[config.mk]
export PLATFORM = sky130hd
export DESIGN_NAME = segment_header_parser_top
export DESIGN_NICKNAME = d
export VERILOG_FILES = /design/src/design/shp_pkg.sv /design/src/design/segment_header_parser_top.sv /design/src/design/shp_front.sv /design/src/design/shp_queue.sv /design/src/design/shp_back.sv
export SDC_FILE = /design/constraint.sdc
export NUM_CORES = 2
export LEC_CHECK = 0
export BUFFER_PORTS_ARGS = -buffer_cell sky130_fd_sc_hd__buf_4
export CORE_MARGIN = 5
export CORE_UTILIZATION = 55
export DETAILED_ROUTE_END_ITERATION = 12
export HOLD_SLACK_MARGIN = 0.02
export PLACE_DENSITY_LB_ADDON = 0.2
export REMOVE_ABC_BUFFERS = 1
export SYNTH_ARGS = -nofsm -noshare
export SYNTH_HDL_FRONTEND = slang
export SYNTH_SLANG_ARGS = --single-unit
[constraint.sdc]
create_clock -name clk_i -period 8.5 [get_ports clk_i]
set_input_delay 0.425 -clock clk_i [delete_from_list [all_inputs] [get_ports clk_i]]
set_output_delay 0.425 -clock clk_i [all_outputs]
set_load 0.03 [all_outputs]
[src/design/shp_pkg.sv]
// ----------------------------------------------------------------------------
// Segment header parser package
// Shared types and constants: beat payloads, result kinds, queue entry.
// ----------------------------------------------------------------------------
package shp_pkg;

  // Result kinds
  typedef enum logic [2:0] {
    KIND_HEADER    = 3'd0,
    KIND_ENTRY     = 3'd1,
    KIND_NAME_BYTE = 3'd2,
    KIND_DONE      = 3'd3,
    KIND_BAD_MAGIC = 3'd4,
    KIND_TRUNC     = 3'd5
  } kind_e;

  localparam int HeaderBytes = 22;
  localparam int EntryBytes  = 8;
  localparam int IdxW        = 5;
  localparam int PosW        = 33;

  // Magic 'P','T','S','G', index 0 first
  localparam logic [3:0][7:0] MAGIC = {8'h47, 8'h53, 8'h54, 8'h50};

  // Run queue between front and back
  localparam int QDepth = 4;
  localparam int QPtrW  = $clog2(QDepth);
  localparam int QCntW  = $clog2(QDepth + 1);

  typedef struct packed {
    logic [7:0] data_byte;
    logic       final_byte;
  } in_t;

  typedef struct packed {
    kind_e             kind;
    logic [15:0]       version;
    logic [15:0]       header_flags;
    logic [63:0]       start_ms;
    logic [31:0]       rec_count;
    logic [15:0]       tgt_count;
    logic [15:0]       entry_id;
    logic [31:0]       entry_address;
    logic [15:0]       name_length;
    logic [7:0]        name_char;
    logic [PosW-1:0]   data_start;
    logic              last_of_run;
  } out_t;

  // All results caused by one input byte: a primary result and an optional
  // trailing done or truncated result.
  typedef struct packed {
    out_t              prim;
    logic              sec_valid;
    logic              sec_done;
    logic [PosW-1:0]   sec_offset;
  } run_t;

  typedef struct packed {
    logic empty;
    logic full;
  } q_status_t;

endpackage

[src/design/segment_header_parser_top.sv]
// ----------------------------------------------------------------------------
// Segment header parser
// Parses a segment file byte stream into header, entry, name and done beats.
// ----------------------------------------------------------------------------
// Usage:
//   Input channel (in_valid_i / in_stall_o / in_i) takes one file byte per
//   beat, with final_byte set on the last byte of a segment.
//   Output channel (out_valid_o / out_stall_i / out_o) delivers results; each
//   byte causes zero, one or two results, last_of_run marks the last of them.
//   Path: a byte's results pass from the front end through the four-entry
//   run queue into the output register, which then presents them.
//   Throughput: one byte per cycle while each byte causes at most one result
//   and the output is not stalled; a byte with two results holds the output
//   register for both, and the run queue absorbs that until it fills.
//   in_stall_o rises only when the run queue is full; a stalled output holds
//   its beat and back-pressure reaches the input once the queue fills.
//   Reset clears the parse state (expects the magic next) and empties the
//   queue and output register. After the final byte the parser restarts.
// ----------------------------------------------------------------------------
module segment_header_parser_top (
  input  logic           clk_i,
  input  logic           rst_ni,
  input  logic           in_valid_i,
  input  shp_pkg::in_t   in_i,
  output logic           in_stall_o,
  output logic           out_valid_o,
  output shp_pkg::out_t  out_o,
  input  logic           out_stall_i
);
  import shp_pkg::*;

  q_status_t q_status;
  run_t      push_data;
  run_t      head;
  logic      push;
  logic      pop;

  shp_front u_front (
    .clk_i      (clk_i),
    .rst_ni     (rst_ni),
    .in_valid_i (in_valid_i),
    .in_i       (in_i),
    .in_stall_o (in_stall_o),
    .q_status_i (q_status),
    .push_o     (push),
    .run_o      (push_data)
  );

  shp_queue u_queue (
    .clk_i       (clk_i),
    .rst_ni      (rst_ni),
    .push_i      (push),
    .push_data_i (push_data),
    .pop_i       (pop),
    .head_o      (head),
    .status_o    (q_status)
  );

  shp_back u_back (
    .clk_i       (clk_i),
    .rst_ni      (rst_ni),
    .head_i      (head),
    .q_status_i  (q_status),
    .pop_o       (pop),
    .out_valid_o (out_valid_o),
    .out_o       (out_o),
    .out_stall_i (out_stall_i)
  );

endmodule

[src/design/shp_front.sv]
// ----------------------------------------------------------------------------
// Segment header parser front end
// Accepts input beats, tracks the file layout and builds at most one run per byte.
// ----------------------------------------------------------------------------
module shp_front (
  input  logic               clk_i,
  input  logic               rst_ni,
  input  logic               in_valid_i,
  input  shp_pkg::in_t       in_i,
  output logic               in_stall_o,
  input  shp_pkg::q_status_t q_status_i,
  output logic               push_o,
  output shp_pkg::run_t      run_o
);
  import shp_pkg::*;

  localparam logic [1:0] PH_HEADER = 2'd0;
  localparam logic [1:0] PH_ENTRY  = 2'd1;
  localparam logic [1:0] PH_NAME   = 2'd2;
  localparam logic [1:0] PH_IGNORE = 2'd3;

  logic [1:0]      phase_q, phase_d;
  logic [IdxW-1:0] idx_q, idx_d;
  logic [15:0]     version_q, version_d;
  logic [15:0]     flags_q, flags_d;
  logic [63:0]     start_q, start_d;
  logic [31:0]     count_q, count_d;
  logic [15:0]     entries_q, entries_d;
  logic [15:0]     id_q, id_d;
  logic [31:0]     addr_q, addr_d;
  logic [15:0]     name_q, name_d;
  logic [PosW-1:0] pos_q, pos_d;

  logic            accept;
  logic            prim_valid;
  logic [7:0]      b;
  logic [IdxW-1:0] k;
  logic [1:0]      addr_sel;

  assign in_stall_o = q_status_i.full;
  assign accept     = in_valid_i && !q_status_i.full;
  assign b          = in_i.data_byte;
  assign k          = idx_q;
  assign addr_sel   = k[1:0] - 2'd2;

  always_comb begin
    phase_d    = phase_q;
    idx_d      = idx_q;
    version_d  = version_q;
    flags_d    = flags_q;
    start_d    = start_q;
    count_d    = count_q;
    entries_d  = entries_q;
    id_d       = id_q;
    addr_d     = addr_q;
    name_d     = name_q;
    pos_d      = pos_q;
    run_o      = '0;
    prim_valid = 1'b0;

    if (accept) begin
      unique case (phase_q)
        PH_HEADER: begin
          if (k < IdxW'(4)) begin
            if (b != MAGIC[k[1:0]]) begin
              prim_valid      = 1'b1;
              run_o.prim.kind = KIND_BAD_MAGIC;
              phase_d         = PH_IGNORE;
            end
          end else if (k < IdxW'(6)) begin
            version_d[{k[0], 3'b000} +: 8] = b;
          end else if (k < IdxW'(8)) begin
            flags_d[{k[0], 3'b000} +: 8] = b;
          end else if (k < IdxW'(16)) begin
            start_d[{k[2:0], 3'b000} +: 8] = b;
          end else if (k < IdxW'(20)) begin
            count_d[{k[1:0], 3'b000} +: 8] = b;
          end else begin
            entries_d[{k[0], 3'b000} +: 8] = b;
          end
          if (phase_d == PH_HEADER) begin
            pos_d = pos_q + PosW'(1);
            idx_d = idx_q + IdxW'(1);
            if (k == IdxW'(HeaderBytes - 1)) begin
              prim_valid              = 1'b1;
              run_o.prim.kind         = KIND_HEADER;
              run_o.prim.version      = version_d;
              run_o.prim.header_flags = flags_d;
              run_o.prim.start_ms     = start_d;
              run_o.prim.rec_count    = count_d;
              run_o.prim.tgt_count    = entries_d;
              idx_d                   = '0;
              if (entries_d == 16'd0) begin
                run_o.sec_valid  = 1'b1;
                run_o.sec_done   = 1'b1;
                run_o.sec_offset = pos_d;
                phase_d          = PH_IGNORE;
              end else begin
                phase_d = PH_ENTRY;
              end
            end
          end
        end
        PH_ENTRY: begin
          if (k < IdxW'(2)) begin
            id_d[{k[0], 3'b000} +: 8] = b;
          end else if (k < IdxW'(6)) begin
            addr_d[{addr_sel, 3'b000} +: 8] = b;
          end else begin
            name_d[{k[0], 3'b000} +: 8] = b;
          end
          pos_d = pos_q + PosW'(1);
          idx_d = idx_q + IdxW'(1);
          if (k == IdxW'(EntryBytes - 1)) begin
            prim_valid               = 1'b1;
            run_o.prim.kind          = KIND_ENTRY;
            run_o.prim.entry_id      = id_d;
            run_o.prim.entry_address = addr_d;
            run_o.prim.name_length   = name_d;
            idx_d                    = '0;
            entries_d                = entries_q - 16'd1;
            if (name_d != 16'd0) begin
              phase_d = PH_NAME;
            end else if (entries_d == 16'd0) begin
              run_o.sec_valid  = 1'b1;
              run_o.sec_done   = 1'b1;
              run_o.sec_offset = pos_d;
              phase_d          = PH_IGNORE;
            end else begin
              phase_d = PH_ENTRY;
            end
          end
        end
        PH_NAME: begin
          prim_valid           = 1'b1;
          run_o.prim.kind      = KIND_NAME_BYTE;
          run_o.prim.name_char = b;
          pos_d                = pos_q + PosW'(1);
          name_d               = name_q - 16'd1;
          if (name_d == 16'd0) begin
            if (entries_q == 16'd0) begin
              run_o.sec_valid  = 1'b1;
              run_o.sec_done   = 1'b1;
              run_o.sec_offset = pos_d;
              phase_d          = PH_IGNORE;
            end else begin
              phase_d = PH_ENTRY;
            end
          end
        end
        PH_IGNORE: begin
        end
        default: begin
        end
      endcase

      if (in_i.final_byte) begin
        // truncated unless the file already ended cleanly or failed
        if (phase_d != PH_IGNORE) begin
          if (prim_valid) begin
            run_o.sec_valid = 1'b1;
            run_o.sec_done  = 1'b0;
          end else begin
            prim_valid      = 1'b1;
            run_o.prim.kind = KIND_TRUNC;
          end
        end
        phase_d   = PH_HEADER;
        idx_d     = '0;
        version_d = '0;
        flags_d   = '0;
        start_d   = '0;
        count_d   = '0;
        entries_d = '0;
        id_d      = '0;
        addr_d    = '0;
        name_d    = '0;
        pos_d     = '0;
      end
    end
  end

  assign push_o = prim_valid;

  always_ff @(posedge clk_i or negedge rst_ni) begin
    if (!rst_ni) begin
      phase_q   <= PH_HEADER;
      idx_q     <= '0;
      version_q <= '0;
      flags_q   <= '0;
      start_q   <= '0;
      count_q   <= '0;
      entries_q <= '0;
      id_q      <= '0;
      addr_q    <= '0;
      name_q    <= '0;
      pos_q     <= '0;
    end else begin
      phase_q   <= phase_d;
      idx_q     <= idx_d;
      version_q <= version_d;
      flags_q   <= flags_d;
      start_q   <= start_d;
      count_q   <= count_d;
      entries_q <= entries_d;
      id_q      <= id_d;
      addr_q    <= addr_d;
      name_q    <= name_d;
      pos_q     <= pos_d;
    end
  end

endmodule

[src/design/shp_queue.sv]
// ----------------------------------------------------------------------------
// Segment header parser run queue
// Small circular buffer of runs between the front end and the back end.
// ----------------------------------------------------------------------------
module shp_queue (
  input  logic               clk_i,
  input  logic               rst_ni,
  input  logic               push_i,
  input  shp_pkg::run_t      push_data_i,
  input  logic               pop_i,
  output shp_pkg::run_t      head_o,
  output shp_pkg::q_status_t status_o
);
  import shp_pkg::*;

  run_t             mem_q [QDepth];
  logic [QPtrW-1:0] wr_ptr_q, rd_ptr_q;
  logic [QCntW-1:0] count_q, count_d;

  assign status_o.empty = (count_q == '0);
  assign status_o.full  = (count_q == QCntW'(QDepth));
  assign head_o         = mem_q[rd_ptr_q];
  assign count_d        = count_q + QCntW'(push_i) - QCntW'(pop_i);

  always_ff @(posedge clk_i) begin
    if (push_i) begin
      mem_q[wr_ptr_q] <= push_data_i;
    end
  end

  always_ff @(posedge clk_i or negedge rst_ni) begin
    if (!rst_ni) begin
      wr_ptr_q <= '0;
      rd_ptr_q <= '0;
      count_q  <= '0;
    end else begin
      if (push_i) begin
        wr_ptr_q <= wr_ptr_q + QPtrW'(1);
      end
      if (pop_i) begin
        rd_ptr_q <= rd_ptr_q + QPtrW'(1);
      end
      count_q <= count_d;
    end
  end

`ifndef SYNTHESIS
  a_count_range: assert property (@(posedge clk_i) disable iff (!rst_ni)
    count_q <= QCntW'(QDepth))
    else $error("run queue count out of range");

  a_no_push_full: assert property (@(posedge clk_i) disable iff (!rst_ni)
    push_i |-> !status_o.full)
    else $error("push into full run queue");

  a_no_pop_empty: assert property (@(posedge clk_i) disable iff (!rst_ni)
    pop_i |-> !status_o.empty)
    else $error("pop from empty run queue");
`endif

endmodule

[src/design/shp_back.sv]
// ----------------------------------------------------------------------------
// Segment header parser back end
// Unpacks queued runs into output beats held in the output register.
// ----------------------------------------------------------------------------
module shp_back (
  input  logic               clk_i,
  input  logic               rst_ni,
  input  shp_pkg::run_t      head_i,
  input  shp_pkg::q_status_t q_status_i,
  output logic               pop_o,
  output logic               out_valid_o,
  output shp_pkg::out_t      out_o,
  input  logic               out_stall_i
);
  import shp_pkg::*;

  logic out_valid_q, out_valid_d;
  out_t out_q, out_d;
  logic half_q, half_d;   // primary of head run already sent
  logic load;

  assign load = !out_valid_q || !out_stall_i;

  always_comb begin
    out_valid_d = out_valid_q;
    out_d       = out_q;
    half_d      = half_q;
    pop_o       = 1'b0;
    if (load) begin
      out_valid_d = !q_status_i.empty;
      if (!q_status_i.empty) begin
        if (!half_q) begin
          out_d             = head_i.prim;
          out_d.last_of_run = !head_i.sec_valid;
          if (head_i.sec_valid) begin
            half_d = 1'b1;
          end else begin
            pop_o = 1'b1;
          end
        end else begin
          out_d             = '0;
          out_d.kind        = head_i.sec_done ? KIND_DONE : KIND_TRUNC;
          out_d.data_start  = head_i.sec_done ? head_i.sec_offset : '0;
          out_d.last_of_run = 1'b1;
          pop_o             = 1'b1;
          half_d            = 1'b0;
        end
      end
    end
  end

  always_ff @(posedge clk_i) begin
    out_q <= out_d;
  end

  always_ff @(posedge clk_i or negedge rst_ni) begin
    if (!rst_ni) begin
      out_valid_q <= 1'b0;
      half_q      <= 1'b0;
    end else begin
      out_valid_q <= out_valid_d;
      half_q      <= half_d;
    end
  end

  assign out_valid_o = out_valid_q;
  assign out_o       = out_q;

`ifndef SYNTHESIS
  a_half_has_head: assert property (@(posedge clk_i) disable iff (!rst_ni)
    half_q |-> !q_status_i.empty)
    else $error("split run with empty queue");

  a_done_last: assert property (@(posedge clk_i) disable iff (!rst_ni)
    (out_valid_q && out_q.kind == KIND_DONE) |-> out_q.last_of_run)
    else $error("done beat not last of run");

  a_trunc_last: assert property (@(posedge clk_i) disable iff (!rst_ni)
    (out_valid_q && out_q.kind == KIND_TRUNC) |-> out_q.last_of_run)
    else $error("truncated beat not last of run");
`endif

endmodule
After elaboration in Yosys (flattened, before gate mapping)
Memory sizes are Yosys's and may differ from the RTL's.
Index checks and enable logic that the tools add are counted.
{ "totals": {"mem_count": 1, "in_bits": 13, "out_inout_bits": 255, "ram_bits": 1016, "regBits": 510} }
{ "op_classes": {"addsub": 13, "n_bitwise": 1, "n_eq_ne": 9, "muxes": 126, "order_cmp": 7, "n_reduce_logical": 28, "shifts": 8} }
{ "mem_list": {"columns": ["memory", "words", "word_bits", "read_ports", "rd_clocked_by_memory_dff", "write_ports", "line", "source"], "rows": [
  ["u_queue.mem_q", 4, 254, 1, 0, 1, "shp_queue.sv:16", "run_t mem_q [QDepth];"]
]} }
{ "op_table": {"columns": ["operator", "n"], "rows": [
  ["64-bit 2-to-1 mux", 8],
  ["16-bit 2-to-1 mux", 26],
  ["32-bit 2-to-1 mux", 11],
  ["35-bit 2-to-1 mux", 9],
  ["147-bit 2-to-1 mux", 2],
  ["253-bit 2-to-1 mux", 1],
  ["219-bit 2-to-1 mux", 1],
  ["144-bit 2-to-1 mux", 1],
  ["35-bit one-hot mux with 3 select lines", 1],
  ["33-bit 2-to-1 mux", 3],
  ["16-bit bitwise mux", 5],
  ["33-bit one-hot mux with 2 select lines", 1],
  ["32-bit bitwise mux", 2],
  ["64-bit bitwise mux", 1],
  ["16-bit logical NOT", 4],
  ["16-bit one-hot mux with 2 select lines", 2],
  ["8-bit by 7-bit variable shift with 32-bit output (first input constant)", 2],
  ["8-bit by 8-bit variable shift with 64-bit output (first input constant)", 1],
  ["8-bit by 7-bit indexed part select with 32-bit output", 2],
  ["8-bit by 8-bit indexed part select with 64-bit output", 1],
  ["2-bit 2-to-1 mux", 17],
  ["33-bit by 1-bit adder with 33-bit output (second input constant)", 1],
  ["16-bit by 1-bit subtractor with 16-bit output (second input constant)", 2],
  ["5-bit 2-to-1 mux", 4],
  ["43 further kinds", 84]
]} }

Longest topological paths before layout
{ "logic_depth": {"word_depth": 22, "ltp_mapped": 16, "ltp_nobuf": 15} }

Hierarchy
Synthesis repeated with hierarchy kept, for this count alone.
{ "unflattened": {"hier_cells": 4189, "area_unflattened_um2": 67913.9} }
{ "modules_own_cells": {"columns": ["module", "cells_each", "seq_area_each_um2", "area_each_um2", "instances"], "rows": [
  ["shp_queue", 1538, 34768.3, 41877.7, 1],
  ["shp_front", 2099, 6206.0, 16478.3, 1],
  ["shp_back", 552, 7647.3, 9557.9, 1]
]} }

Worst setup path after synthesis
No wires, ideal clock.
{ "synth_timing": {"kind": "register to register", "startpoint": "reg u_front.name_q[0]", "endpoint": "mem u_queue.mem_q[0][0] (netlist name), enable pin", "setup_slack_ns": -0.663, "t_arrival_ns": 8.514, "stages_incl_launch_ff": 13, "path_buffers": 1, "cell_sequence": "dfrtp_1 -> buf_2 -> inv_1 -> ha_1 -> nor4b_1 -> nand3_1 -> xor2_1 -> o2111ai_1 -> and3_1 -> nor3_1 -> a221o_1 -> a32o_2 -> and2_1"} }
{ "synth_via": {"elab_chain_cells": 16, "word_cells_on_any_way": 19} }
{ "synth_lines": {"columns": ["item", "line", "source"], "rows": [
  ["start, declared", "shp_front.sv:31", "logic [15:0] name_q, name_d;"],
  ["start signal, assigned", "shp_front.sv:208", "name_q <= name_d;"],
  ["branches (longest 8 deep; another with 16-bit by 1-bit subtractor with 16-bit output)", null, null],
  ["2-bit one-hot mux with 3 select lines (*)", "shp_front.sv:62", "unique case (phase_q)"],
  ["2-bit 2-to-1 mux (*)", "shp_front.sv:61", "if (accept) begin"],
  ["2-bit inequality test (*)", "shp_front.sv:159", "if (phase_d != PH_IGNORE) begin"],
  ["1-bit 2-to-1 mux (*)", "shp_front.sv:159", null],
  ["1-bit 2-to-1 mux (*)", "shp_front.sv:157", "if (in_i.final_byte) begin"],
  ["1-bit 2-to-1 mux (*)", "shp_front.sv:61", null],
  ["via push", "segment_header_parser_top.sv:35", "logic push;"],
  ["1-bit 2-to-1 mux (*)", "shp_queue.sv:26", "if (push_i) begin"],
  ["1-bit 2-to-1 mux (implied by the code) (*)", "shp_queue.sv:27", "mem_q[wr_ptr_q] <= push_data_i;"],
  ["end, declared", "shp_queue.sv:16", null]
]} }
Mark *: on every way through the listed nets, which the timed path passes. The select of a mux whose other input is x is not followed.

Final worst setup path
{ "layout_timing": {"startpoint": "reg u_front.idx_q[0]", "endpoint": "mem u_queue.mem_q[3][2] (netlist name), enable pin"} }
{ "layout_via": {"elab_chain_cells": 22, "word_cells_on_any_way": 54} }
{ "layout_lines": {"columns": ["item", "line", "source"], "rows": [
  ["start, declared", "shp_front.sv:23", "logic [IdxW-1:0] idx_q, idx_d;"],
  ["start signal, assigned", "shp_front.sv:200", "idx_q <= idx_d;"],
  ["4-bit negator with 6-bit output", "shp_front.sv:79, shp_front.sv:110", null],
  ["8-bit by 6-bit indexed part select with 16-bit output or 8-bit by 6-bit variable shift with 16-bit output (tied branches)", "shp_front.sv:79, shp_front.sv:110", null],
  ["16-bit bitwise mux", "shp_front.sv:79", "entries_d[{k[0], 3'b000} +: 8] = b;"],
  ["16-bit 2-to-1 mux", "shp_front.sv:76", "end else if (k < IdxW'(20)) begin"],
  ["16-bit 2-to-1 mux", "shp_front.sv:74", "end else if (k < IdxW'(16)) begin"],
  ["16-bit 2-to-1 mux", "shp_front.sv:72", "end else if (k < IdxW'(8)) begin"],
  ["16-bit 2-to-1 mux", "shp_front.sv:70", "end else if (k < IdxW'(6)) begin"],
  ["16-bit 2-to-1 mux", "shp_front.sv:64", "if (k < IdxW'(4)) begin"],
  ["(+7 left out)", null, null],
  ["2-bit 2-to-1 mux", "shp_front.sv:61", null],
  ["2-bit inequality test", "shp_front.sv:159", null],
  ["1-bit 2-to-1 mux", "shp_front.sv:159", null],
  ["1-bit 2-to-1 mux (*)", "shp_front.sv:157", null],
  ["1-bit 2-to-1 mux (*)", "shp_front.sv:61", null],
  ["via push", "segment_header_parser_top.sv:35", null],
  ["1-bit 2-to-1 mux (*)", "shp_queue.sv:26", null],
  ["1-bit 2-to-1 mux (implied by the code) (*)", "shp_queue.sv:27", null]
]} }
Mark *: on every way through the listed nets, which the timed path passes. The rest lies on a longest branch. The select of a mux whose other input is x is not followed.

==> reports/qor.yml <==
boundaryPins: 268
via_per_inst: 6.050
drc: 0
final_antenna_net_count: 0
drv_slew: 0
cp_num_buf_inv: 4
ys_seq_area_share_pct: 71.54
status: "completed"
cp_slowest_cell: "clkinv_1"
fin_area_mm2: 0.07066
yosysTopAreaCell: "edfxtp_1"
cp_top_family: "buffers and inverters"
synth_area_leaders: "edfxtp_1 (61%), dfrtp_1 (10%), mux4_2 (9.2%), and2_1 (2.4%), nand2_1 (1.7%)"
layout_commonest_cell: "edfxtp_1"
die_w_um: 346.4
rsz0062_at_grt: "no"
clock_skew_ns: 0.02821
final_cell_mix: "edfxtp_1 (1269), buf_4 (311), nand2_1 (273)"
max_slew_margin_pct: 16.98
antenna_found_initial: 3
slowest_delay_ns: 0.75
yosysUniqueCellTypes: 72
max_freq_mhz: 189.1
cellLeakagePower_nw: 24.81
timing.critical_path.mode_cell: "buf_4"
drive_above_1_share_pct: 19.26
root_buffer: "clkbuf_16"
syn_area_mm2: 0.06225
clk_pin_slew_ns: 0.06
postSynthCellCount: 3970
htreeDepth: 4
rows: 123
grt_pass1_wl_mm: 216.9
vdd_drop_max_mv: 0.2548
drt_iter0_drc: 3758
gp_congestion: 0.8940
start_kind: "register"
clock-sinks: 1526
portBuffers: 267
finalHoldViolCount: 0
cap_viol_max_count: 0
postSynthAreaPerCell_um2: 15.68
power_mw: 26.77
initial_utilization_pct: 55.34
wire_per_inst_um: 24.39
cp_data_arrival_time_ns: 5.67
cts_tree: "yes"
ys_ff_latch: 1526
die_area_mm2: 0.1200
setup_viol_count_final: 0
critPathRequiredTime_ns: 8.88
core_area_mm2: 0.1125
finalWirelength_mm: 141.6
drt-pass1-iter-count: 5
crit_type: "register to register"
place_hpwl_mm: 84.88
synth_flop_cell: "edfxtp_1"
synth_warnings: 0
place_ws_ns: 3.246
min_period_over_period_pct: 62.21
clk_latency_ns: 0.77
yosysTopAreaCellShare_pct: 61.21
grt_use_total_pct: 23.40
fin_ws_ns: 3.212
cp_max_fo: 62
grt_pass1_vias: 34873
synth_edf_count: 1269
numCtsBuffers: 153
place_area_mm2: 0.06569
worstSetupEndpointType: "register"
worst_pin_slew_ns: 1.244
whs_ns: 0.1004
syn2layout_area_growth_pct: 13.51
power_density_mw_per_mm2: 378.8
cts.path.max_buffers: 3
fin_nets: 4215
overflow: 0
crit_chain: "buf_4 -> clkinv_1 -> nor4_1 -> nor3_1 -> nor4b_1 -> a21o_1 -> a221o_1 -> a32o_2 -> and2_4 -> buf_4 -> buf_4"
layout_min_cycle_time_ns: 5.288
grt_max_degree: 164
die_height_um: 346.4
hold_class: "primary input to register"
vias: 35120
async_reset_ff_share_pct: 16.84
[what timing repair did]
item	in CTS	in global routing
resized for setup	0	0
hold buffers	1	0
setup buffers	0	0
endpoints found under the hold margin	68	0
setup endpoints to repair	0	0
[layer usage]
metal	part of all wire (%)	vias to the layer above	global-route usage, %
met5	0	-	0
met4	1.9	0	5.880
met3	7.3	187	4.195
met2	47	1363	36.19
met1	43	17935	35.22
li1	-	15635	-
[power by group]
| part | internal [mW] | switching [mW] | total (mW) |
|---|---|---|---|
| Sequential | 10.6 | 0.863 | 11.4 |
| Clock | 3.82 | 2.80 | 6.62 |
| Combinational | 3.28 | 5.44 | 8.72 |
[cell usage after synthesis (all sizes together), types with 12 or more instances]
master,instances
edfxtp,1269
nand2,274
nor2,258
dfrtp,257
mux4,254
and2,239
clkbuf,203
o21ai,198
a21oi,192
nor3,112
a22o,95
mux2i,91
nand3,81
buf,66
and3,60
inv,34
ha,26
nor4,24
or3,24
a22oi,22
nand4,20
xor2,16
nor2b,14
a21o,13
xnor2,12
[worst reg2reg max path, cell delays in order, from the launching register on]
cell and delay, ns:
dfrtp_2 0.35, buf_4 0.57, clkinv_1 0.75, nor4_1 0.54, nor3_1 0.11, nor4b_1 0.39
a21o_1 0.20, a221o_1 0.17, a32o_2 0.30, and2_4 0.26, buf_4 0.53, buf_4 0.69
[sequential cells by signal (all words and copies together) (netlist names), 3 cells and up]
signal             flops
u_back.out_o         253
u_front.addr_q        32
u_front.count_q       32
u_front.entries_q     16
u_front.flags_q       16
u_front.id_q          16
u_front.idx_q          5
u_front.name_q        16
u_front.pos_q         33
u_front.start_q       64
u_front.version_q     16
u_queue.count_q        3
u_queue.mem_q       1016
[final timing paths]
kind                                      from                   to  slack [ns]  cells past startpoint
max                           u_front.idx_q[0]  u_queue.mem_q[3][2]        3.21                     11
min in group asynchronous               rst_ni      u_front.id_q[6]        0.20                      2
max reg2reg                   u_front.idx_q[0]  u_queue.mem_q[3][2]        3.21                     11
max in group asynchronous               rst_ni  u_queue.rd_ptr_q[1]        6.05                      4
min reg2reg                u_front.count_q[20]  u_front.count_q[20]        0.48                      2
min                                out_stall_i   u_back.out_valid_o        0.10                      3
[kinds of logic (layout without fill, tap and decap cells)]
kind of cell | after synthesis | after routing | share of synthesized area, %
xor+xnor | 28 | 28 | 0.3939
mux | 347 | 347 | 10.69
other cells | 0 | 1 | 0
buf+inv | 305 | 639 | 1.863
flops | 1526 | 1526 | 71.54
fa+ha+maj | 27 | 27 | 0.5547
simple gates | 1154 | 1154 | 9.199
compound gates | 583 | 583 | 5.752
[final cells by class]
type	count	area [um2]
well taps	1500	1877
flip-flops and latches	1526	44550
inverters	36	147.6
diodes	1	2.502
clock buffers	212	4204
repair buffers	319	2480
clock inverters	72	755.7
fillers	8018	41840
multi-input cells	2139	16650
[stage by stage]
step / TNS (ns) / utilization (%) / cells
3_5_place_dp: 0 / 58.39 / 5519
4_1_cts: 0 / 62.81 / 5804
3_3_place_gp: 0 / 58.39 / 5519
2_1_floorplan: -1854.57 / - / 3701
5_1_grt: 0 / 62.81 / 5804
6_report: 0 / 62.81 / 5805
Note: power is estimated with default switching activity, not from simulation.
